--- src/rtl/itoa_pkg.sv ---
// Package: shared types, ASCII codes and character tables for the radix printer.
`default_nettype none

package itoa_pkg;

  typedef enum logic [1:0] {
    RADIX_DEC  = 2'd0,
    RADIX_BIN  = 2'd1,
    RADIX_HEX  = 2'd2,
    RADIX_NONE = 2'd3
  } radix_t;

  typedef enum logic [2:0] {
    ST_IDLE,
    ST_SIGN,
    ST_PREFIX0,
    ST_PREFIX1,
    ST_TEXT,
    ST_DIGITS
  } state_t;

  typedef enum logic [1:0] {
    DU_IDLE,
    DU_CONV,
    DU_SKIP,
    DU_READY
  } du_state_t;

  typedef struct packed {
    logic   load;
    logic   shift;
    radix_t mode;
  } dcmd_t;

  typedef struct packed {
    logic       valid;
    logic [3:0] digit;
    logic       last;
  } dstat_t;

  localparam logic [6:0] CH_MINUS = 7'h2D;
  localparam logic [6:0] CH_ZERO  = 7'h30;
  localparam logic [6:0] CH_LOW_B = 7'h62;
  localparam logic [6:0] CH_LOW_X = 7'h78;

  localparam int         TEXT_LEN  = 19;
  localparam logic [4:0] TEXT_LAST = 5'(TEXT_LEN - 1);

  function automatic logic [6:0] hex_glyph(input logic [3:0] d);
    logic [6:0] g;
    if (d < 4'd10) begin
      g = 7'h30 + {3'b000, d};
    end else begin
      g = 7'h37 + {3'b000, d};
    end
    return g;
  endfunction

  // "Base not supported\n"
  function automatic logic [6:0] text_char(input logic [4:0] idx);
    logic [6:0] c;
    unique case (idx)
      5'd0:    c = 7'h42;
      5'd1:    c = 7'h61;
      5'd2:    c = 7'h73;
      5'd3:    c = 7'h65;
      5'd4:    c = 7'h20;
      5'd5:    c = 7'h6E;
      5'd6:    c = 7'h6F;
      5'd7:    c = 7'h74;
      5'd8:    c = 7'h20;
      5'd9:    c = 7'h73;
      5'd10:   c = 7'h75;
      5'd11:   c = 7'h70;
      5'd12:   c = 7'h70;
      5'd13:   c = 7'h6F;
      5'd14:   c = 7'h72;
      5'd15:   c = 7'h74;
      5'd16:   c = 7'h65;
      5'd17:   c = 7'h64;
      5'd18:   c = 7'h0A;
      default: c = 7'h0A;
    endcase
    return c;
  endfunction

endpackage

`default_nettype wire

--- src/rtl/itoa_in_if.sv ---
// Interface: number request channel (value, signed flag, base code).
`default_nettype none

interface itoa_in_if #(parameter int VALUE_BITS = 32);
  logic                  valid;
  logic                  ready;
  logic [VALUE_BITS-1:0] value;
  logic                  is_signed;
  logic [1:0]            radix_mode;

  modport source (output valid, output value, output is_signed, output radix_mode,
                  input ready);
  modport sink   (input valid, input value, input is_signed, input radix_mode,
                  output ready);
endinterface

`default_nettype wire

--- src/rtl/itoa_out_if.sv ---
// Interface: character request channel (char_out, last).
`default_nettype none

interface itoa_out_if;
  logic       valid;
  logic       ready;
  logic [6:0] char_out;
  logic       last;

  modport source (output valid, output char_out, output last, input ready);
  modport sink   (input valid, input char_out, input last, output ready);
endinterface

`default_nettype wire

--- src/rtl/itoa_digit_unit.sv ---
// Digit unit: bit-serial double-dabble conversion and MSB-first digit shift register.
`default_nettype none

module itoa_digit_unit #(
  parameter int VB = 32
) (
  input  logic             clk,
  input  logic             rst,
  input  itoa_pkg::dcmd_t  cmd,
  input  logic [VB-1:0]    mag,
  output itoa_pkg::dstat_t stat
);
  import itoa_pkg::*;

  localparam int DIGITS     = (VB * 30103) / 100000 + 1;
  localparam int W          = 4 * DIGITS;
  localparam int HEX_DIGITS = (VB + 3) / 4;
  localparam int HEX_W      = 4 * HEX_DIGITS;
  localparam int CW         = $clog2(VB + 1);

  du_state_t     state, state_next;
  radix_t        mode_r;
  logic [VB-1:0] work;
  logic [W-1:0]  dig;
  logic [W-1:0]  adj;
  logic [W-1:0]  shifted;
  logic [CW-1:0] cnt;
  logic [CW-1:0] bit_cnt;
  logic [3:0]    top;
  logic          skip_ok;

  always_comb begin
    adj = dig;
    for (int i = 0; i < DIGITS; i++) begin
      if (dig[4*i +: 4] >= 4'd5) begin
        adj[4*i +: 4] = dig[4*i +: 4] + 4'd3;
      end
    end
  end

  assign top     = (mode_r == RADIX_BIN) ? {3'b000, dig[W-1]} : dig[W-1 -: 4];
  assign shifted = (mode_r == RADIX_BIN) ? (dig << 1) : (dig << 4);
  assign skip_ok = (top == 4'd0) && (cnt > CW'(1));

  always_comb begin
    state_next = state;
    if (cmd.load) begin
      unique case (cmd.mode)
        RADIX_DEC:            state_next = DU_CONV;
        RADIX_BIN, RADIX_HEX: state_next = DU_SKIP;
        RADIX_NONE:           state_next = DU_IDLE;
      endcase
    end else begin
      unique case (state)
        DU_IDLE:  state_next = DU_IDLE;
        DU_CONV:  if (bit_cnt == CW'(1)) state_next = DU_SKIP;
        DU_SKIP:  if (!skip_ok) state_next = DU_READY;
        DU_READY: if (cmd.shift && cnt == CW'(1)) state_next = DU_IDLE;
      endcase
    end
  end

  always_ff @(posedge clk) begin
    if (rst) begin
      state <= DU_IDLE;
    end else begin
      state <= state_next;
    end
  end

  always_ff @(posedge clk) begin
    if (rst) begin
      cnt     <= '0;
      bit_cnt <= '0;
    end else if (cmd.load) begin
      mode_r  <= cmd.mode;
      work    <= mag;
      bit_cnt <= CW'(VB);
      unique case (cmd.mode)
        RADIX_DEC: begin
          dig <= '0;
          cnt <= CW'(DIGITS);
        end
        RADIX_BIN: begin
          dig <= W'(mag) << (W - VB);
          cnt <= CW'(VB);
        end
        RADIX_HEX, RADIX_NONE: begin
          dig <= W'(mag) << (W - HEX_W);
          cnt <= CW'(HEX_DIGITS);
        end
      endcase
    end else begin
      unique case (state)
        DU_IDLE: ;
        DU_CONV: begin
          dig     <= {adj[W-2:0], work[VB-1]};
          work    <= work << 1;
          bit_cnt <= bit_cnt - CW'(1);
        end
        DU_SKIP: if (skip_ok) begin
          dig <= shifted;
          cnt <= cnt - CW'(1);
        end
        DU_READY: if (cmd.shift) begin
          dig <= shifted;
          cnt <= cnt - CW'(1);
        end
      endcase
    end
  end

  always_comb begin
    stat.valid = (state == DU_READY);
    stat.digit = top;
    stat.last  = (cnt == CW'(1));
  end

`ifndef SYNTHESIS
  a_shift_when_ready: assert property (@(posedge clk) disable iff (rst)
    cmd.shift |-> state == DU_READY)
    else $error("digit shift outside ready state");
  a_ready_has_digits: assert property (@(posedge clk) disable iff (rst)
    state == DU_READY |-> cnt != '0)
    else $error("ready with no digits left");
  a_conv_has_bits: assert property (@(posedge clk) disable iff (rst)
    state == DU_CONV |-> bit_cnt != '0)
    else $error("conversion with no bits left");
`endif

endmodule

`default_nettype wire

--- src/rtl/itoa_ctrl.sv ---
// Control: request intake, sign/prefix/text sequencing and the output register.
`default_nettype none

module itoa_ctrl #(
  parameter int VB = 32
) (
  input  logic             clk,
  input  logic             rst,
  itoa_in_if.sink          number,
  itoa_out_if.source       text,
  output itoa_pkg::dcmd_t  cmd,
  output logic [VB-1:0]    mag,
  input  itoa_pkg::dstat_t stat
);
  import itoa_pkg::*;

  state_t     state, state_next;
  radix_t     mode_in;
  radix_t     mode_r;
  logic [4:0] text_idx;
  logic       accept;
  logic       neg;
  logic       slot_free;
  logic       emit;
  logic       emit_last;
  logic [6:0] emit_char;
  logic       out_valid;
  logic [6:0] out_char;
  logic       out_last;

  function automatic state_t body_state(input radix_t m);
    state_t s;
    unique case (m)
      RADIX_DEC:            s = ST_DIGITS;
      RADIX_BIN, RADIX_HEX: s = ST_PREFIX0;
      RADIX_NONE:           s = ST_TEXT;
    endcase
    return s;
  endfunction

  assign mode_in      = radix_t'(number.radix_mode);
  assign number.ready = (state == ST_IDLE);
  assign accept       = number.valid && number.ready;
  assign neg          = number.is_signed && number.value[VB-1];
  assign mag          = neg ? (~number.value + VB'(1)) : number.value;
  assign slot_free    = !out_valid || text.ready;

  always_comb begin
    emit      = 1'b0;
    emit_char = CH_ZERO;
    emit_last = 1'b0;
    unique case (state)
      ST_IDLE: ;
      ST_SIGN: begin
        emit      = slot_free;
        emit_char = CH_MINUS;
      end
      ST_PREFIX0: begin
        emit      = slot_free;
        emit_char = CH_ZERO;
      end
      ST_PREFIX1: begin
        emit      = slot_free;
        emit_char = (mode_r == RADIX_BIN) ? CH_LOW_B : CH_LOW_X;
      end
      ST_TEXT: begin
        emit      = slot_free;
        emit_char = text_char(text_idx);
        emit_last = (text_idx == TEXT_LAST);
      end
      ST_DIGITS: begin
        emit      = slot_free && stat.valid;
        emit_char = hex_glyph(stat.digit);
        emit_last = stat.last;
      end
    endcase
  end

  always_comb begin
    cmd.load  = accept;
    cmd.shift = emit && (state == ST_DIGITS);
    cmd.mode  = mode_in;
  end

  always_comb begin
    state_next = state;
    unique case (state)
      ST_IDLE:    if (accept) state_next = neg ? ST_SIGN : body_state(mode_in);
      ST_SIGN:    if (emit) state_next = body_state(mode_r);
      ST_PREFIX0: if (emit) state_next = ST_PREFIX1;
      ST_PREFIX1: if (emit) state_next = ST_DIGITS;
      ST_TEXT:    if (emit && emit_last) state_next = ST_IDLE;
      ST_DIGITS:  if (emit && emit_last) state_next = ST_IDLE;
    endcase
  end

  always_ff @(posedge clk) begin
    if (rst) begin
      state    <= ST_IDLE;
      text_idx <= '0;
    end else begin
      state <= state_next;
      if (accept) begin
        text_idx <= '0;
      end else if (emit && state == ST_TEXT) begin
        text_idx <= text_idx + 5'd1;
      end
    end
  end

  always_ff @(posedge clk) begin
    if (accept) begin
      mode_r <= mode_in;
    end
  end

  always_ff @(posedge clk) begin
    if (rst) begin
      out_valid <= 1'b0;
    end else if (emit) begin
      out_valid <= 1'b1;
    end else if (text.ready) begin
      out_valid <= 1'b0;
    end
  end

  always_ff @(posedge clk) begin
    if (emit) begin
      out_char <= emit_char;
      out_last <= emit_last;
    end
  end

  assign text.valid    = out_valid;
  assign text.char_out = out_char;
  assign text.last     = out_last;

`ifndef SYNTHESIS
  a_accept_leaves_idle: assert property (@(posedge clk) disable iff (rst)
    accept |=> state != ST_IDLE)
    else $error("request accepted but sequencer stayed idle");
  a_last_ends_item: assert property (@(posedge clk) disable iff (rst)
    emit && emit_last |=> state == ST_IDLE)
    else $error("last character did not end the item");
  a_text_idx_range: assert property (@(posedge clk) disable iff (rst)
    state == ST_TEXT |-> text_idx <= TEXT_LAST)
    else $error("text index past end of message");
`endif

endmodule

`default_nettype wire

--- src/rtl/integer_to_ascii_radix_printer.sv ---
// Top level: integer to ASCII printer in decimal, binary or hex.
// Usage:
//   number: one request per integer (value, is_signed, radix_mode), taken
//           only once the earlier integer's last character is in the output register.
//   text:   one request per ASCII character, most significant digit first,
//           last set on the final character of each integer.
//   Sign '-' and the "0b"/"0x" prefix go out while the digit unit works.
//   Decimal digits come from a bit-serial double-dabble pass over the
//   VALUE_BITS input bits, then leading zero digits are dropped, keeping at
//   least one digit; binary and hex only drop leading zeros.
//   The next integer can be taken the cycle after the last character is loaded
//   into the output register, while that character may still wait.
//   Base code 3 prints "Base not supported" and a newline.
//   Reset (rst, synchronous) empties the output register and returns both
//   sequencers to idle. A stalled receiver holds the output register and
//   pauses the character sequence; nothing is dropped.
`default_nettype none

module integer_to_ascii_radix_printer #(
  parameter int VALUE_BITS = 32
) (
  input  logic       clk,
  input  logic       rst,
  itoa_in_if.sink    number,
  itoa_out_if.source text
);
  import itoa_pkg::*;

  dcmd_t                 cmd;
  dstat_t                stat;
  logic [VALUE_BITS-1:0] mag;

  itoa_ctrl #(.VB(VALUE_BITS)) u_ctrl (
    .clk    (clk),
    .rst    (rst),
    .number (number),
    .text   (text),
    .cmd    (cmd),
    .mag    (mag),
    .stat   (stat)
  );

  itoa_digit_unit #(.VB(VALUE_BITS)) u_digits (
    .clk  (clk),
    .rst  (rst),
    .cmd  (cmd),
    .mag  (mag),
    .stat (stat)
  );

endmodule

`default_nettype wire

--- src/flat_wrapper.sv ---
// flat-port wrapper written by rule: the top's interface ports become plain ports
module integer_to_ascii_radix_printer_flat import itoa_pkg::*;
#(
  parameter int VALUE_BITS = 32
)
  (clk, rst, number_valid, number_value, number_is_signed, number_radix_mode, number_ready, text_valid, text_char_out, text_last, text_ready);
  itoa_in_if #(.VALUE_BITS(VALUE_BITS)) number_i ();
  itoa_out_if text_i ();
  input  logic clk;
  input  logic rst;
  input wire logic [$bits(number_i.valid)-1:0] number_valid;
  input wire logic [$bits(number_i.value)-1:0] number_value;
  input wire logic [$bits(number_i.is_signed)-1:0] number_is_signed;
  input wire logic [$bits(number_i.radix_mode)-1:0] number_radix_mode;
  output wire logic [$bits(number_i.ready)-1:0] number_ready;
  output wire logic [$bits(text_i.valid)-1:0] text_valid;
  output wire logic [$bits(text_i.char_out)-1:0] text_char_out;
  output wire logic [$bits(text_i.last)-1:0] text_last;
  input wire logic [$bits(text_i.ready)-1:0] text_ready;
  assign number_i.valid = number_valid;
  assign number_i.value = number_value;
  assign number_i.is_signed = number_is_signed;
  assign number_i.radix_mode = number_radix_mode;
  assign number_ready = number_i.ready;
  assign text_valid = text_i.valid;
  assign text_char_out = text_i.char_out;
  assign text_last = text_i.last;
  assign text_i.ready = text_ready;
  integer_to_ascii_radix_printer #(.VALUE_BITS(VALUE_BITS)) u_core (.clk(clk), .rst(rst), .number(number_i), .text(text_i));
endmodule
--- config.mk ---
export PLATFORM = sky130hd
export DESIGN_NAME = integer_to_ascii_radix_printer_flat
export DESIGN_NICKNAME = d
export VERILOG_FILES = /design/src/rtl/itoa_pkg.sv /design/src/rtl/itoa_in_if.sv /design/src/rtl/itoa_out_if.sv /design/src/rtl/itoa_digit_unit.sv /design/src/rtl/itoa_ctrl.sv /design/src/rtl/integer_to_ascii_radix_printer.sv /design/src/flat_wrapper.sv
export SDC_FILE = /design/constraint.sdc
export NUM_CORES = 1
export LEC_CHECK = 0
export BUFFER_PORTS_ARGS = -buffer_cell sky130_fd_sc_hd__buf_2
export CAP_MARGIN = 15
export CORE_UTILIZATION = 50
export DETAILED_ROUTE_END_ITERATION = 8
export HOLD_SLACK_MARGIN = 0.06
export PLACE_DENSITY = 0.65
export SYNTH_ARGS = -nofsm -noshare
export SYNTH_HDL_FRONTEND = slang
export SYNTH_HIERARCHICAL = 1
export SYNTH_SLANG_ARGS = --single-unit
--- constraint.sdc ---
create_clock -name clk -period 5.6 [get_ports clk]
set_input_delay 0.84 -clock clk [delete_from_list [all_inputs] [get_ports clk]]
set_output_delay 0.84 -clock clk [all_outputs]
set_load 0.01 [all_outputs]
==> impl_metrics.tcl, run 1 <==
set metrics [dict create \
    start_util 0.509 \
    synth_seq_cells 114 \
    grt_start_max_net_pins 106 \
    fin_util 0.570 \
    fin_crit_ns 3.36 \
    dr.pass1.iters 6 \
    row_count 45 \
    htreeDepth 4 \
    grt_pass1_vias 6470 \
    cp.depth 6 \
    fin_cells 1092 \
    cts-hold-fix-buffers 0 \
    num-nets-final 973 \
    wirelength_mm 19.5 \
    drtIter0Drc 569 \
    required_ns 5.71 \
    crit_type "flip-flop to flip-flop" \
    post-route-period-util 0.599 \
    ys_types 80 \
    worstPathMaxFanout 30 \
    num_antenna_cells 0 \
    crit_family "simple AND/OR/NAND/NOR gates" \
    finalSetupViolations 0 \
    pin_count 49 \
    fillers 1355 \
    numCtsBuffers 17 \
    syn_area_mm2 0.00771 \
    ys_seq_area_frac 0.405 \
    fp.coreArea_mm2 0.0151 \
    r2r-start "u_core/u_ctrl/state[2]" \
    crit_buf_inv 1 \
    max_stage_delay_ns 0.86 \
    hold_class "flip-flop to flip-flop" \
    grt_usage 0.253 \
    path_clk_slew_ns 0.06 \
    die_x_um 126 \
    timing.rr.end "u_core/u_digits/dig[26]" \
    vias 6619 \
    power.total_mw 5.36 \
    clock_latency_ns 0.42 \
    maxSlewViolCount 0 \
    syn_to_final_growth_pct 12.1 \
    syn-num-nets 949 \
    avgSynthCellArea_um2 8.89 \
    syn_inst 867 \
    gp_congestion 0.909 \
    clock-root-buffer "clkbuf_16" \
    crit_path_end "u_core/u_digits/dig[26]" \
    startpoint_type "flip-flop" \
    drc 0 \
    layout_setup_ws_ns 2.24 \
    drive_above_1_share 0.136 \
    r2r_cells 6 \
    cp-startpoint "u_core/u_ctrl/state[2]" \
    wire_per_inst_um 17.8 \
    cap_violations 0 \
    drt-vias-per-instance 6.06 \
    synth.area.top_cells "edfxtp_1 (33%), dfxtp_1 (7.8%), ha_1 (7.0%)" \
    grt_pass1_wl_mm 31.8 \
    rsz0062_at_grt "false" \
    leakage_nw 3.42 \
    hold_viol 0 \
    dieHeight_um 126 \
    fmax_mhz 298 \
    crit_slowest_cell "dfxtp_1" \
    worst_slew_margin_rel 0.205 \
    synth.yosys.warnings 6 \
    antenna_found_initial 0 \
    post-cts-setup-buffer-count 0 \
    dp.cells 1060 \
    numPortBuffers 48 \
    synthFlopType "edfxtp_1" \
    synth-edff-count 84 \
    tritoncts "built" \
    cp_cell_sequence "nand2_1 > nor2_1 > nand2b_1 > nand3_1 > a21oi_4 > buf_4" \
    cts.sinks 114 \
    worstMarginPinSlew_ns 1.19 \
    yosys.area.top_type "edfxtp_1" \
    ctsResizeCount 0 \
    synth_top_area_share 0.327 \
    cp.arrival_ns 3.47 \
    tns_ns 0 \
    grt.overflow.total 0 \
    async_flop_share 0 \
    pre_cts_slack_ns 2.02 \
    ant_nets 0 \
    power_density_mw_per_mm2 621 \
    skew_ns 0.00865 \
    status "finished clean" \
    dpl.hpwl_mm 13.0 \
    reg2reg_slack_ns 2.24 \
    dieArea_mm2 0.0159 \
    cts_buffer_depth 2 \
    endpoint_kind "flip-flop" \
    ir_worst_vdd_v 0.000296 \
]
-- report_power, final --
group          internal (mW)  switching, mW
Clock                  0.713          0.417
Sequential              1.46          0.313
Combinational          0.949           1.51
-- cells in the mapped netlist, drive strengths merged (2+ instances only) --
library cell / count
a31oi: 7
a21oi: 57
nor3: 21
or3: 8
a211oi: 8
xnor2: 22
nor4: 13
nand3: 9
and2: 4
or4: 4
nor3b: 4
o22ai: 34
buf: 23
a22oi: 2
nor2b: 5
a2111oi: 3
nand2: 98
dfxtp: 30
inv: 84
and3b: 2
edfxtp: 84
or3b: 2
nand2b: 17
clkbuf: 26
xor2: 20
and3: 4
o31ai: 6
mux2: 5
a32oi: 2
a221oi: 16
nor4b: 4
or2: 5
o21ai: 75
a311oi: 2
nor2: 66
a21boi: 8
ha: 43
a211o: 3
mux2i: 8
o221ai: 8
nand4: 4
o32a: 8
-- per-stage QoR --
step | hold WS, ns | cell area, µm²
2_1_floorplan | 0.464 | 7710
3_3_place_gp | 0.480 | 8020
3_5_place_dp | 0.499 | 8020
4_1_cts | 0.512 | 8640
5_1_grt | 0.566 | 8640
6_report | 0.514 | 8640
-- tightest hold or removal path, stage by stage, from the launching register on --
cell and delay [ns]:
dfxtp_1 0.32, nor2_1 0.09, a211oi_1 0.05
-- cell families after synthesis --
group           Yosys count  synth area share
fa+ha+maj                43            0.0698
mux                      13            0.0182
buf+inv                 133            0.0711
xor+xnor                 42            0.0477
simple gates            273             0.179
flops                   114             0.405
compound gates          249             0.209
-- how the worst min path moves through the flow --
stage                                from                         end  slack [ns]  cells after the start
2_1_floorplan  u_core/u_digits/bit_cnt[1]  u_core/u_digits/bit_cnt[1]        0.46                      2
3_3_place_gp   u_core/u_digits/bit_cnt[1]  u_core/u_digits/bit_cnt[1]        0.48                      2
3_5_place_dp   u_core/u_digits/bit_cnt[1]  u_core/u_digits/bit_cnt[1]        0.50                      2
4_1_cts        u_core/u_digits/bit_cnt[1]  u_core/u_digits/bit_cnt[1]        0.51                      2
5_1_grt        u_core/u_digits/bit_cnt[1]  u_core/u_digits/bit_cnt[1]        0.57                      2
6_report       u_core/u_digits/bit_cnt[1]  u_core/u_digits/bit_cnt[1]        0.51                      2
-- layer usage --
| layer | GRT usage | share of wire | routed length, µm | up-vias |
|---|---|---|---|---|
| li1 | - | - | - | 3188 |
| met1 | 0.338 | 0.46 | 8980 | 3183 |
| met5 | 0 | 0 | 0 | - |
| met4 | 0.0886 | 0.011 | 210 | 0 |
| met3 | 0.0569 | 0.057 | 1100 | 22 |
| met2 | 0.403 | 0.47 | 9180 | 226 |
-- placed cells by master (no fill, tap or decap), types with 4 or more instances in the layout --
master	count
ha_1	43
a211oi_1	8
inv_1	82
o21ai_0	67
nor2b_1	5
nor3_1	19
clkbuf_16	19
o22ai_1	34
o32a_1	8
o31ai_1	6
buf_4	6
o21ai_1	7
xnor2_1	22
or3_1	7
a221oi_1	16
a21boi_0	8
dfxtp_1	30
clkinv_4	5
nand3_1	9
nand2_1	97
a31oi_1	7
buf_2	48
a21oi_1	54
nor2_1	61
mux2i_1	8
xor2_1	20
nor4_1	12
nand2b_1	17
nand4_1	4
edfxtp_1	84
o221ai_1	7
nor2_2	4
mux2_2	4
-- layout make-up --
class,count,area [µm²],area share
timing repair buffer,54,285,0.0330
tap,188,235,0.0272
multi-input combinational,620,4060,0.470
clock inverter,13,148,0.0171
sequential,114,3120,0.361
inverter,84,315,0.0365
clock buffer,19,475,0.0550
-- state kept, by name, indices dropped and copies added (netlist names), named ones only --
| name | cells |
|---|---|
| u_core/u_digits/cnt | 6 |
| u_core/u_ctrl/mode_r | 2 |
| u_core/u_ctrl/text.last | 1 |
| u_core/u_digits/state | 2 |
| u_core/u_ctrl/text.valid | 1 |
| u_core/u_digits/dig | 40 |
| u_core/u_digits/bit_cnt | 6 |
| u_core/u_ctrl/state | 3 |
| u_core/u_digits/mode_r | 2 |
| u_core/u_digits/work | 32 |
| u_core/u_ctrl/text.char_out | 7 |
| u_core/u_ctrl/text_idx | 5 |
No activity file was read; power rests on OpenSTA's default activity.
==> inputs of run 2 (changes only) <==
==> constraint.sdc (replaced) <==
create_clock -name clk -period 3.31 [get_ports clk]
set_input_delay 0.4965 -clock clk [delete_from_list [all_inputs] [get_ports clk]]
set_output_delay 0.4965 -clock clk [all_outputs]
set_load 0.01 [all_outputs]
==> run 2 against run 1 <==
Against the previous run:
- core utilization increased by 0.62 points
- maximum frequency increased by 25%
- design area increased by 1.1%
- clock power increased by 69%
- die area unchanged
- sequential share of layout area decreased by 0.39 points
- first-iteration DRC count increased by 17%
- critical path depth increased by 1
- non-clock buffer count increased by 12
- hold slack got worse by 0.16 ns
- largest cell class unchanged
- largest power group unchanged
- clock skew increased by 0.00086 ns
- via count increased by 0.91%
==> impl_metrics.tcl, run 2 (same netlist as run 1, synthesis figures left out) <==
set metrics [dict create \
    antenna_found_initial 0 \
    numPortBuffers 48 \
    fin_area_mm2 0.00873 \
    startpoint_type "flip-flop" \
    clock-root-buffer "clkbuf_16" \
    clock_latency_ns 0.43 \
    drtIter0Drc 668 \
    dieArea_mm2 0.0159 \
    dr.pass1.iters 6 \
    timing.rr.end "u_core/u_digits/dig[25]" \
    vias 6679 \
    grt.overflow.total 0 \
    multi_input_comb_area_mm2 0.00406 \
    hold_path_end "u_core/u_ctrl/mode_r[1]" \
    hold_ws_ns 0.353 \
    row_count 45 \
    power_density_mw_per_mm2 1050 \
    num_antenna_cells 0 \
    worst_slew_margin_rel 0.298 \
    crit_slowest_cell "nor2_1" \
    path_clk_slew_ns 0.06 \
    cp.arrival_ns 2.83 \
    syn_to_final_growth_pct 13.3 \
    tns_ns 0 \
    post-route-period-util 0.810 \
    cts_buffer_depth 2 \
    ant_nets 0 \
    worstHoldStart "number_radix_mode[1]" \
    numCtsBuffers 17 \
    drive_above_1_share 0.146 \
    top_register "u_core/u_digits/dig" \
    worstPathMaxFanout 10 \
    grt_usage 0.254 \
    status "finished clean" \
    cp_cell_sequence "inv_1 > ha_1 > nor2_2 > nor2_1 > a21oi_1 > o21ai_0 > o22ai_1" \
    htreeDepth 4 \
    crit_type "flip-flop to flip-flop" \
    worstMarginPinSlew_ns 1.05 \
    fillers 1318 \
    die_x_um 126 \
    dpl.hpwl_mm 13.6 \
    cp-startpoint "u_core/u_digits/state[0]" \
    ctsResizeCount 0 \
    fin_crit_ns 2.68 \
    cap_violations 0 \
    dp.cells 1072 \
    largest_reg_flops 40 \
    fin_cells 1104 \
    grt_pass1_vias 6270 \
    required_ns 3.46 \
    fin_util 0.577 \
    cts.sinks 114 \
    final_common_cell "nand2_1" \
    placed_cell_area_mm2 0.00812 \
    fp.coreArea_mm2 0.0151 \
    grt_pass1_wl_mm 31.5 \
    grt_start_max_net_pins 61 \
    final_cell_mix "nand2_1 (97), edfxtp_1 (84), inv_1 (82), o21ai_0 (67), nor2_1 (61)" \
    dieHeight_um 126 \
    r2r_cells 7 \
    fmax_mhz 373 \
    min_path_cells 1 \
    hold_class "input port to flip-flop" \
    gp_congestion 0.850 \
    pin_count 49 \
    wire_per_inst_um 17.8 \
    maxSlewViolCount 0 \
    crit_family "simple AND/OR/NAND/NOR gates" \
    rsz0062_at_grt "false" \
    crit_buf_inv 1 \
    ir_worst_vdd_v 0.000496 \
    finalSetupViolations 0 \
    wirelength_mm 19.7 \
    leakage_nw 3.48 \
    r2r-start "u_core/u_digits/state[0]" \
    num-nets-final 985 \
    start_util 0.509 \
    drt-vias-per-instance 6.05 \
    endpoint_kind "flip-flop" \
    tritoncts "built" \
    skew_ns 0.00951 \
    ff_latch_area_mm2 0.00312 \
    post-cts-setup-buffer-count 0 \
    cts-hold-fix-buffers 0 \
    hold_viol 0 \
    max_stage_delay_ns 0.84 \
    reg2reg_slack_ns 0.63 \
    drc 0 \
]
## run 2: routing by layer
layer,vias to the layer above,wire [µm],GRT usage
li1,3213,-,-
met1,3206,8730,0.334
met2,230,9430,0.412
met3,30,1120,0.0510
met4,0,395,0.0985
met5,-,0,0
## run 2: metrics by stage
stage | setup slack [ns] | power [mW]
after floorplan | 0.0806 | 6.07
after global placement | 0.560 | 6.97
after detailed placement | 0.542 | 7.16
after CTS | 0.686 | 9.12
after global routing | 0.443 | 9.79
final | 0.627 | 9.14
## run 2: layout make-up
cell class | instances | area share
multi-input cells | 620 | 0.465
flip-flops and latches | 114 | 0.358
clock buffers | 20 | 0.0523
repair buffers | 66 | 0.0444
inverters | 84 | 0.0361
well taps | 188 | 0.0269
clock inverters | 12 | 0.0181
## run 2: how the worst max path moves through the flow
stage                                          end  depth (start not counted)  slack [ns]
final                      u_core/u_digits/dig[25]                          7        0.63
after global routing                     flip-flop                         10        0.44
after CTS                  u_core/u_digits/dig[25]                          7        0.69
after detailed placement   u_core/u_digits/dig[29]                          8        0.54
after global placement    u_core/u_digits/work[25]                         10        0.56
after floorplan             u_core/u_digits/dig[0]                          8        0.08
## run 2: where the power goes
part | switching [mW] | internal [mW] | total, mW | leakage (nW)
registers | 0.505 | 2.47 | 2.98 | 1.04
clock network | 0.687 | 1.22 | 1.91 | 0.292
logic | 2.59 | 1.66 | 4.25 | 2.15
total | 3.78 | 5.36 | 9.14 | 3.48
==> inputs of run 3 (changes only) <==
--- a/config.mk
+++ b/config.mk
@@ -5,12 +5,13 @@
 export SDC_FILE = /design/constraint.sdc
 export NUM_CORES = 1
 export LEC_CHECK = 0
+export ABC_AREA = 1
 export BUFFER_PORTS_ARGS = -buffer_cell sky130_fd_sc_hd__buf_2
 export CAP_MARGIN = 15
 export CORE_UTILIZATION = 50
 export DETAILED_ROUTE_END_ITERATION = 8
 export HOLD_SLACK_MARGIN = 0.06
-export PLACE_DENSITY = 0.65
+export PLACE_DENSITY = 0.67
 export SYNTH_ARGS = -nofsm -noshare
 export SYNTH_HDL_FRONTEND = slang
 export SYNTH_HIERARCHICAL = 1
==> constraint.sdc (replaced) <==
create_clock -name clk -period 2.2 [get_ports clk]
set_input_delay 0.33 -clock clk [delete_from_list [all_inputs] [get_ports clk]]
set_output_delay 0.33 -clock clk [all_outputs]
set_load 0.01 [all_outputs]
==> run 3 against run 2 <==
Against the previous run:
- via count increased by 10%
- global-route usage decreased by 0.73 points
- non-clock buffer count increased by 7
- setup slack got worse by 0.50 ns
- sequential power increased by 43%
- clock skew decreased by 0.0022 ns
- total power increased by 47%
- first-iteration DRC count decreased by 9.7%
- design area increased by 6.3%
- synthesized area increased by 4.8%
- highest routed layer unchanged
==> impl_metrics.tcl, run 3 <==
set metrics [dict create \
    status "finished clean" \
    grt_usage 0.247 \
    grt_pass1_wl_mm 32.1 \
    syn_inst 1103 \
    r2r_cells 12 \
    wirelength_mm 19.5 \
    fillers 1484 \
    required_ns 2.51 \
    drc 0 \
    drt-met1-wl_mm 9.66 \
    numPortBuffers 48 \
    crit_slowest_cell "dfxtp_1" \
    vias 7346 \
    worst_slew_margin_rel 0.674 \
    cp-startpoint "u_core/u_ctrl/state[2]" \
    fin_crit_ns 2.07 \
    synth-edff-count 84 \
    dpl.hpwl_mm 13.8 \
    hold_viol 0 \
    yosys.area.top_type "edfxtp_1" \
    num_antenna_cells 0 \
    cts_buffer_depth 2 \
    grt_start_max_net_pins 68 \
    syn_area_mm2 0.00808 \
    power.total_mw 13.5 \
    endpoint_kind "flip-flop" \
    max_stage_delay_ns 0.42 \
    pin_count 49 \
    dp.cells 1354 \
    avgSynthCellArea_um2 7.33 \
    tritoncts "built" \
    fp.coreArea_mm2 0.0158 \
    die_x_um 129 \
    tns_ns 0 \
    wl_met2_mm 8.49 \
    cap_violations 0 \
    r2r-start "u_core/u_ctrl/state[2]" \
    drive_above_1_share 0.129 \
    dieArea_mm2 0.0167 \
    fin_cells 1386 \
    dieHeight_um 129 \
    rsz0062_at_grt "false" \
    reg2reg_slack_ns 0.13 \
    dr.pass1.iters 5 \
    crit_type "flip-flop to flip-flop" \
    drt-vias-per-instance 5.30 \
    synth_seq_cells 114 \
    skew_ns 0.00735 \
    synthFlopType "edfxtp_1" \
    clock_latency_ns 0.41 \
    worstPathMaxFanout 8 \
    worstHoldStart "number_radix_mode[1]" \
    ys_seq_area_frac 0.386 \
    fmax_mhz 483 \
    antenna_found_initial 0 \
    syn-num-nets 1185 \
    clock-root-buffer "clkbuf_16" \
    leakage_nw 4.27 \
    crit_buf_inv 3 \
    startpoint_type "flip-flop" \
    post-route-period-util 0.941 \
    pre_cts_slack_ns 0.0148 \
    gp_congestion 0.882 \
    grt_pass1_vias 6530 \
    worstMarginPinSlew_ns 0.488 \
    yosysMostFrequentCell "nand2_1" \
    min_path_cells 1 \
    path_clk_slew_ns 0.06 \
    htreeDepth 4 \
    layout_setup_ws_ns 0.130 \
    crit_family "simple AND/OR/NAND/NOR gates" \
    final_common_cell "nand2_1" \
    final_cell_mix "nand2_1 (276), o21ai_0 (134), inv_1 (126), nor2_1 (108), edfxtp_1 (84)" \
    drtIter0Drc 603 \
    cp.arrival_ns 2.38 \
    cts.sinks 114 \
    top_register "u_core/u_digits/dig" \
    maxSlewViolCount 0 \
    num-nets-final 1239 \
    cp_common_cell "nand2_2" \
    grt.overflow.total 0 \
    numCtsBuffers 17 \
    start_util 0.511 \
    row_count 46 \
    largest_reg_flops 40 \
    hold_path_end "u_core/u_digits/mode_r[1]" \
    wire_per_inst_um 14.0 \
    top_layer_used "met4" \
    async_flop_share 0 \
    ant_nets 0 \
    synth.area.top_cells "edfxtp_1 (31%), nand2_1 (13%), o21ai_0 (8.3%)" \
    synth.yosys.warnings 6 \
    syn_to_final_growth_pct 14.9 \
    cts-hold-fix-buffers 0 \
    power_density_mw_per_mm2 1450 \
    ys_types 43 \
    finalSetupViolations 0 \
    cp_cell_sequence "inv_2 > nand3_2 > nand2_2 > inv_4 > nand2_2 > nor2_4 > inv_1 > ha_1 > or2_2 > nand3_1 > nand2_1 > o21a_1" \
    synth_top_area_share 0.312 \
    synth_common_cells "nand2_1 (277), o21ai_0 (134), inv_1 (127)" \
    wl_met3_mm 1.08 \
    ir_worst_vdd_v 0.000665 \
    hold_class "input port to flip-flop" \
]
## run 3: worst register-to-register path: stages (launching register included)
cell,delay [ns]
dfxtp_1,0.42
inv_2,0.10
nand3_2,0.11
nand2_2,0.09
inv_4,0.13
nand2_2,0.09
nor2_4,0.13
inv_1,0.08
ha_1,0.22
or2_2,0.30
nand3_1,0.08
nand2_1,0.05
o21a_1,0.16
## run 3: stage by stage
stage                     cell area (µm²)  hold slack, ns   util
after global routing                 9290           0.138  0.587
after floorplan                      8130           0.392      -
after detailed placement             8700           0.484  0.550
final                                9290           0.152  0.587
after CTS                            9280           0.137  0.586
after global placement               8700           0.481  0.550
## run 3: cell families after synthesis
logic type	Yosys count	synth area share
buffers and inverters	179	0.0884
flip-flops	114	0.386
XOR/XNOR	40	0.0433
AND/OR/NAND/NOR	504	0.266
AO/OA/AOI/OAI	223	0.149
adder cells (fa/ha/maj)	43	0.0666
## run 3: repair_timing
item	CTS	global route
endpoints found under the setup margin	0	1
resized for setup	0	1
buffers inserted	0	0
## run 3: per-layer routing
| metal | GRT usage | vias to the layer above |
|---|---|---|
| met5 | 0 | - |
| met4 | 0.0734 | 0 |
| met3 | 0.0438 | 18 |
| met2 | 0.369 | 212 |
| met1 | 0.362 | 3372 |
| li1 | - | 3744 |
## run 3: worst max-delay path by stage
| stage | endpoint | slack, ns | depth (start not counted) |
|---|---|---|---|
| 2_1_floorplan | u_core/u_digits/work[0] | 0.01 | 9 |
| 3_3_place_gp | flip-flop | 0.12 | 13 |
| 3_5_place_dp | u_core/u_digits/dig[36] | 0.01 | 13 |
| 4_1_cts | flip-flop | 0.08 | 12 |
| 5_1_grt | flip-flop | 0.007 | 11 |
| 6_report | flip-flop | 0.13 | 12 |
## run 3: final cells by class
class / count / area (µm²) / area share
clock buffer: 19 / 433 / 0.0466
clock inverter: 13 / 143 / 0.0154
inverter: 141 / 532 / 0.0573
multi-input combinational: 810 / 4280 / 0.461
sequential: 114 / 3120 / 0.336
tap: 216 / 270 / 0.0291
timing repair buffer: 73 / 503 / 0.0542
## run 3: power breakdown
part	total [mW]	switching [mW]	internal [mW]	leakage (nW)
clock network	2.69	0.933	1.75	0.281
registers	4.26	0.630	3.63	1.04
logic	6.53	4.17	2.35	2.95
